## config.mk

```make
export PLATFORM = sky130hd
export DESIGN_NAME = timed_release_sorted_queue_top_flat
export DESIGN_NICKNAME = d
export VERILOG_FILES = /design/src/rtl/trsq_pkg.sv /design/src/rtl/trsq_ifs.sv /design/src/rtl/trsq_cell.sv /design/src/rtl/timed_release_sorted_queue_top.sv /design/src/flat_wrapper.sv
export SDC_FILE = /design/constraint.sdc
export NUM_CORES = 2
export LEC_CHECK = 0
export BUFFER_PORTS_ARGS = -buffer_cell sky130_fd_sc_hd__clkbuf_2
export CAP_MARGIN = 20
export CORE_MARGIN = 2
export CORE_UTILIZATION = 35
export CTS_CLUSTER_SIZE = 14
export DETAILED_ROUTE_END_ITERATION = 10
export PLACE_DENSITY = 0.59
export SLEW_MARGIN = 20
export SYNTH_ARGS = -nofsm -noshare
export SYNTH_HDL_FRONTEND = slang
export SYNTH_HIERARCHICAL = 1
export SYNTH_SLANG_ARGS = --single-unit
export TNS_END_PERCENT = 10
```

## constraint.sdc

```tcl
create_clock -name clk -period 9.2 [get_ports clk]
set_input_delay 1.38 -clock clk [delete_from_list [all_inputs] [get_ports clk]]
set_output_delay 1.38 -clock clk [all_outputs]
set_load 0.05 [all_outputs]
```

## src/rtl/trsq_pkg.sv

```systemverilog
package trsq_pkg;

	localparam int CAPACITY = 16;
	localparam int CNT_W    = $clog2(CAPACITY + 1);
	localparam int TIME_W   = 32;
	localparam int TAG_W    = 16;

	typedef enum logic {
		OP_INSERT = 1'b0,
		OP_POLL   = 1'b1
	} op_t;

	typedef struct packed {
		logic [TIME_W-1:0] time_value;
		logic [TAG_W-1:0]  tag;
	} entry_t;

	typedef struct packed {
		logic   ins;
		logic   pop;
		entry_t item;
	} cell_cmd_t;

	typedef struct packed {
		logic             released;
		logic             accepted;
		logic [TAG_W-1:0] current_tag;
		logic             current_valid;
		logic [CNT_W-1:0] queue_count;
	} rsp_t;

endpackage

```

## src/rtl/trsq_ifs.sv

```systemverilog
interface trsq_cmd_if;
	logic                          valid;
	logic                          ready;
	trsq_pkg::op_t                 operation;
	logic [trsq_pkg::TIME_W-1:0]   time_value;
	logic [trsq_pkg::TAG_W-1:0]    program_tag;

	modport source (output valid, operation, time_value, program_tag, input ready);
	modport sink   (input valid, operation, time_value, program_tag, output ready);
endinterface

interface trsq_rsp_if;
	logic                          valid;
	logic                          ready;
	logic                          released;
	logic                          accepted;
	logic [trsq_pkg::TAG_W-1:0]    current_tag;
	logic                          current_valid;
	logic [trsq_pkg::CNT_W-1:0]    queue_count;

	modport source (output valid, released, accepted, current_tag, current_valid, queue_count,
		input ready);
	modport sink   (input valid, released, accepted, current_tag, current_valid, queue_count,
		output ready);
endinterface

```

## src/rtl/trsq_cell.sv

```systemverilog
module trsq_cell (
	input  logic                clk,
	input  trsq_pkg::cell_cmd_t cmd,
	input  logic                occ,
	input  logic                left_after,
	input  trsq_pkg::entry_t    left,
	input  trsq_pkg::entry_t    right,
	output logic                after,
	output trsq_pkg::entry_t    data
);
	import trsq_pkg::*;

	entry_t data_q;

	assign after = occ && (data_q.time_value <= cmd.item.time_value);
	assign data  = data_q;

	always_ff @(posedge clk) begin
		if (cmd.ins && !after) begin
			data_q <= left_after ? cmd.item : left;
		end else if (cmd.pop) begin
			data_q <= right;
		end
	end

endmodule

```

## src/rtl/timed_release_sorted_queue_top.sv

```systemverilog
// Timed release sorted queue.
// cmd channel: words carry operation, time_value and program_tag. An insert
// stores a release time and tag, placed after every stored entry of equal or
// smaller time; a poll carries the current time and releases the head entry
// when its time is at or below it.
// rsp channel: exactly one word per cmd word, in order: released, accepted,
// current_tag, current_valid and queue_count after that command.
// Storage is a row of CAPACITY cells; each cell compares its time with the
// incoming one and keeps, takes the new entry or takes its left neighbor on
// insert, and takes its right neighbor on release; all cells update together.
// The response word is registered: it appears in the cycle after the command is taken.
// Throughput: one command per cycle; cmd.ready stays high while the response
// register is empty or being drained in the same cycle.
// When rsp.ready is low with a response pending, cmd.ready drops and the
// queue holds. Reset empties the queue and clears the current tag and its
// valid flag; no clearing pass runs.
module timed_release_sorted_queue_top (
	input  logic       clk,
	input  logic       arst_n,
	trsq_cmd_if.sink   cmd,
	trsq_rsp_if.source rsp
);
	import trsq_pkg::*;

	logic [CNT_W-1:0] count_q;
	logic [TAG_W-1:0] last_tag_q;
	logic             last_valid_q;
	logic             rsp_valid_q;
	rsp_t             rsp_q;

	entry_t    cell_data  [CAPACITY];
	logic      cell_after [CAPACITY];
	cell_cmd_t cell_cmd;

	logic             take;
	logic             is_poll;
	logic             full;
	logic             do_ins;
	logic             do_pop;
	logic [CNT_W-1:0] count_d;
	logic [TAG_W-1:0] last_tag_d;
	logic             last_valid_d;

	assign cmd.ready = !rsp_valid_q || rsp.ready;
	assign take      = cmd.valid && cmd.ready;
	assign is_poll   = (cmd.operation == OP_POLL);
	assign full      = (count_q == CNT_W'(CAPACITY));
	assign do_ins    = take && !is_poll && !full;
	assign do_pop    = take && is_poll && (count_q != '0)
		&& (cell_data[0].time_value <= cmd.time_value);

	assign cell_cmd.ins             = do_ins;
	assign cell_cmd.pop             = do_pop;
	assign cell_cmd.item.time_value = cmd.time_value;
	assign cell_cmd.item.tag        = cmd.program_tag;

	for (genvar i = 0; i < CAPACITY; i++) begin : g_cell
		logic   occ;
		logic   l_after;
		entry_t l_data;
		entry_t r_data;

		assign occ = (count_q > CNT_W'(i));
		if (i == 0) begin : g_first
			assign l_after = 1'b1;
			assign l_data  = cell_cmd.item;
		end else begin : g_mid
			assign l_after = cell_after[i-1];
			assign l_data  = cell_data[i-1];
		end
		if (i == CAPACITY - 1) begin : g_last
			assign r_data = cell_data[i];
		end else begin : g_inner
			assign r_data = cell_data[i+1];
		end

		trsq_cell u_cell (
			.clk        (clk),
			.cmd        (cell_cmd),
			.occ        (occ),
			.left_after (l_after),
			.left       (l_data),
			.right      (r_data),
			.after      (cell_after[i]),
			.data       (cell_data[i])
		);
	end

	always_comb begin
		count_d      = count_q;
		last_tag_d   = last_tag_q;
		last_valid_d = last_valid_q;
		if (do_ins) begin
			count_d = count_q + CNT_W'(1);
		end else if (do_pop) begin
			count_d      = count_q - CNT_W'(1);
			last_tag_d   = cell_data[0].tag;
			last_valid_d = 1'b1;
		end
	end

	always_ff @(posedge clk or negedge arst_n) begin
		if (!arst_n) begin
			count_q      <= '0;
			last_tag_q   <= '0;
			last_valid_q <= 1'b0;
			rsp_valid_q  <= 1'b0;
		end else begin
			if (take) begin
				count_q      <= count_d;
				last_tag_q   <= last_tag_d;
				last_valid_q <= last_valid_d;
				rsp_valid_q  <= 1'b1;
			end else if (rsp.ready) begin
				rsp_valid_q <= 1'b0;
			end
		end
	end

	always_ff @(posedge clk) begin
		if (take) begin
			rsp_q.released      <= do_pop;
			rsp_q.accepted      <= do_ins;
			rsp_q.current_tag   <= last_tag_d;
			rsp_q.current_valid <= last_valid_d;
			rsp_q.queue_count   <= count_d;
		end
	end

	assign rsp.valid         = rsp_valid_q;
	assign rsp.released      = rsp_q.released;
	assign rsp.accepted      = rsp_q.accepted;
	assign rsp.current_tag   = rsp_q.current_tag;
	assign rsp.current_valid = rsp_q.current_valid;
	assign rsp.queue_count   = rsp_q.queue_count;

	a_count_range: assert property (@(posedge clk) disable iff (!arst_n)
		count_q <= CNT_W'(CAPACITY))
		else $error("queue count above capacity");

	a_rsp_exclusive: assert property (@(posedge clk) disable iff (!arst_n)
		rsp_valid_q |-> !(rsp_q.released && rsp_q.accepted))
		else $error("response both released and accepted");

	a_ins_count: assert property (@(posedge clk) disable iff (!arst_n)
		do_ins |=> count_q == $past(count_q) + CNT_W'(1))
		else $error("insert did not advance count");

	a_pop_count: assert property (@(posedge clk) disable iff (!arst_n)
		do_pop |=> (count_q == $past(count_q) - CNT_W'(1)) && last_valid_q)
		else $error("release did not drop count");

	a_rsp_count: assert property (@(posedge clk) disable iff (!arst_n)
		rsp_valid_q |-> rsp_q.queue_count == count_q)
		else $error("pending response count out of step");

endmodule
```

## src/flat_wrapper.sv

```systemverilog
// flat-port wrapper written by rule: the top's interface ports become plain ports
module timed_release_sorted_queue_top_flat import trsq_pkg::*;
  (clk, arst_n, cmd_valid, cmd_operation, cmd_time_value, cmd_program_tag, cmd_ready, rsp_valid, rsp_released, rsp_accepted, rsp_current_tag, rsp_current_valid, rsp_queue_count, rsp_ready);
  trsq_cmd_if cmd_i ();
  trsq_rsp_if rsp_i ();
  input  logic clk;
  input  logic arst_n;
  input wire logic [$bits(cmd_i.valid)-1:0] cmd_valid;
  input wire logic [$bits(cmd_i.operation)-1:0] cmd_operation;
  input wire logic [$bits(cmd_i.time_value)-1:0] cmd_time_value;
  input wire logic [$bits(cmd_i.program_tag)-1:0] cmd_program_tag;
  output wire logic [$bits(cmd_i.ready)-1:0] cmd_ready;
  output wire logic [$bits(rsp_i.valid)-1:0] rsp_valid;
  output wire logic [$bits(rsp_i.released)-1:0] rsp_released;
  output wire logic [$bits(rsp_i.accepted)-1:0] rsp_accepted;
  output wire logic [$bits(rsp_i.current_tag)-1:0] rsp_current_tag;
  output wire logic [$bits(rsp_i.current_valid)-1:0] rsp_current_valid;
  output wire logic [$bits(rsp_i.queue_count)-1:0] rsp_queue_count;
  input wire logic [$bits(rsp_i.ready)-1:0] rsp_ready;
  assign cmd_i.valid = cmd_valid;
  assign cmd_i.operation = cmd_operation;
  assign cmd_i.time_value = cmd_time_value;
  assign cmd_i.program_tag = cmd_program_tag;
  assign cmd_ready = cmd_i.ready;
  assign rsp_valid = rsp_i.valid;
  assign rsp_released = rsp_i.released;
  assign rsp_accepted = rsp_i.accepted;
  assign rsp_current_tag = rsp_i.current_tag;
  assign rsp_current_valid = rsp_i.current_valid;
  assign rsp_queue_count = rsp_i.queue_count;
  assign rsp_i.ready = rsp_ready;
  timed_release_sorted_queue_top u_core (.clk(clk), .arst_n(arst_n), .cmd(cmd_i), .rsp(rsp_i));
endmodule
```

==> impl_metrics.py <==
metrics = {
    "finish": {
        "nets": 5305,
        "layout_common_cells": "mux2_2 (1423), edfxtp_1 (792), inv_1 (565), ha_1 (549), a21oi_1 (210)",
        "syn_to_final_growth_pct": 9.65,
        "drive_above_1_share_pct": 36.7,
        "final_util_pct": 38.8,
        "layout.cells.most_common": "mux2_2",
    },
    "synth": {
        "syn_area_per_cell_um2": 12.5,
        "synth_cells": 4629,
        "yosysWarnings": 6,
        "syn_area_um2": 57700,
    },
    "clocking": {
        "numCtsBuffers": 95,
        "cts_tree": "yes",
        "clk_latency_ns": 0.71,
        "ctsHoldBuffers": 0,
        "clock_sinks": 815,
        "cts_resized": 0,
        "clk_pin_slew_ns": 0.06,
        "cts_setup_buffers": 0,
        "ctsHtreeMaxLevel": 3,
        "clockBufferDepth": 3,
        "cts_root_buf": "clkbuf_16",
    },
    "die": {
        "die_w_um": 410,
        "die_area_um2": 168000,
        "core_um2": 163000,
        "die_h_um": 410,
        "start_util_pct": 35.4,
        "io_pins": 79,
        "rows": 148,
    },
    "detailed_routing": {
        "ant_nets": 0,
        "viasPerCell": 5.17,
        "drt-wirelength-per-cell_um": 20.1,
        "drc": 0,
        "drtPass1Iterations": 5,
        "drt_iter0_drc": 2470,
        "wirelength_um": 140000,
        "vias": 35952,
    },
    "global_route": {
        "antenna_found_initial": 4,
        "grt_usage_pct": 16.2,
        "grt_pass1_vias": 36282,
        "grt_pass1_wl_um": 217000,
        "overflow": 0,
        "grt_max_degree": 57,
    },
    "min_path": {
        "holdPathEnd": "u_core/last_valid_q",
        "min_path_type": "flip-flop to flip-flop",
        "whs_path_depth": 1,
        "hp-start": "u_core/last_valid_q",
    },
    "sta": {
        "setup_viol": 0,
        "worstMarginPinSlew_ns": 1.06,
        "rsz0062_at_grt": "false",
        "setup_tns_ns": 0,
        "fmax_ghz": 0.189,
        "final.min_clock_period_ns": 5.30,
        "relSlewSlack_pct": 29.1,
        "finalHoldViolations": 0,
        "worst_clock_skew_ns": 0.0377,
        "whs_ns": 0.467,
        "post-route-period-util_pct": 57.6,
        "finalMaxSlewViolations": 0,
    },
    "pwr": {
        "power_density_nw_per_um2": 218,
        "irDropWorstVdd_uv": 145,
        "p_leak_nw": 24.5,
    },
    "setup_path": {
        "r2r_slack_ns": 4.60,
        "cp-end-kind": "flip-flop",
        "cp.arrival_ns": 5.63,
        "crit_fanout": 56,
        "reg2reg_depth": 11,
        "worstPathRequired_ns": 9.53,
        "r2r-start": "u_core/count_q[0]",
        "start_kind": "input pin",
        "reg2reg_to": "u_core/g_cell[5].u_cell/data[32]",
        "worstSetupPathType": "input pin to flip-flop",
    },
    "placement": {
        "gp_congestion": 0.833,
        "io_buffers": 78,
        "place_hpwl_um": 106000,
    },
    "status": {
        "status": "complete, no violations",
    },
    "flow_run": {
        "maxCapViolCount": 0,
    },
}
flip-flops by register name, indices dropped and copies added, names as in the netlist:
register,cells
u_core/rsp.released,1
u_core/g_cell.u_cell/data,768
u_core/rsp.current_valid,1
u_core/rsp.current_tag,16
u_core/rsp.valid,1
u_core/count_q,5
u_core/last_valid_q,1
u_core/rsp.queue_count,5
u_core/last_tag_q,16
u_core/rsp.accepted,1
power by group:
part           internal, mW  switching (mW)  total [mW]  leakage [nW]
registers              4.94           0.461        5.40          7.66
clock network          2.08            1.62        3.70          1.45
logic                  2.34            2.33        4.67          15.4
total                  9.36            4.41        13.8          24.5
metrics by stage:
stage | power, mW | instances | cell area [µm²] | worst slack (ns)
2_1_floorplan | 8.93 | 4631 | 57700 | 4.05
3_3_place_gp | 10.0 | 6780 | 60200 | 3.01
3_5_place_dp | 10.1 | 6781 | 60200 | 2.97
4_1_cts | 13.9 | 6955 | 63200 | 3.72
5_1_grt | 14.5 | 6956 | 63200 | 3.58
6_report | 13.8 | 6957 | 63200 | 3.90
final cells by class:
type | instances | area, µm²
tap | 2175 | 2720
timing repair buffer | 144 | 898
clock buffer | 119 | 2500
antenna | 2 | 5.00
inverter | 566 | 2120
multi-input combinational | 3081 | 30100
clock inverter | 55 | 490
fill | 15445 | 99900
sequential | 815 | 24400
how the worst max path moves through the flow:
stage                       startpoint                                 to  cells after the start
floorplan                    rsp_ready    u_core/g_cell[0].u_cell/data[0]                      9
global placement    cmd_time_value[25]   u_core/g_cell[2].u_cell/data[37]                     11
detailed placement  cmd_time_value[25]  u_core/g_cell[12].u_cell/data[43]                     11
CTS                 cmd_time_value[25]  u_core/g_cell[12].u_cell/data[33]                     11
global route        cmd_time_value[25]  u_core/g_cell[13].u_cell/data[41]                     12
finish              cmd_time_value[25]  u_core/g_cell[13].u_cell/data[41]                     12
routing by layer:
metal	GRT usage [%]	part of all wire, %	up-vias
met5	0	0	-
met4	4.05	2.2	0
met3	1.94	3.9	163
met2	24.2	42	704
met1	24.7	51	17665
li1	-	-	17420
critical path: stages:
cell	delay (ns)
clkbuf_2	0.30
buf_4	0.34
inv_1	0.08
ha_1	0.30
nand4_1	0.19
nor4_1	0.71
and2_1	0.28
a21oi_1	0.09
nor3_4	0.23
buf_4	0.69
or2_2	0.36
buf_4	0.55
Note: power is estimated with default switching activity, not from simulation.
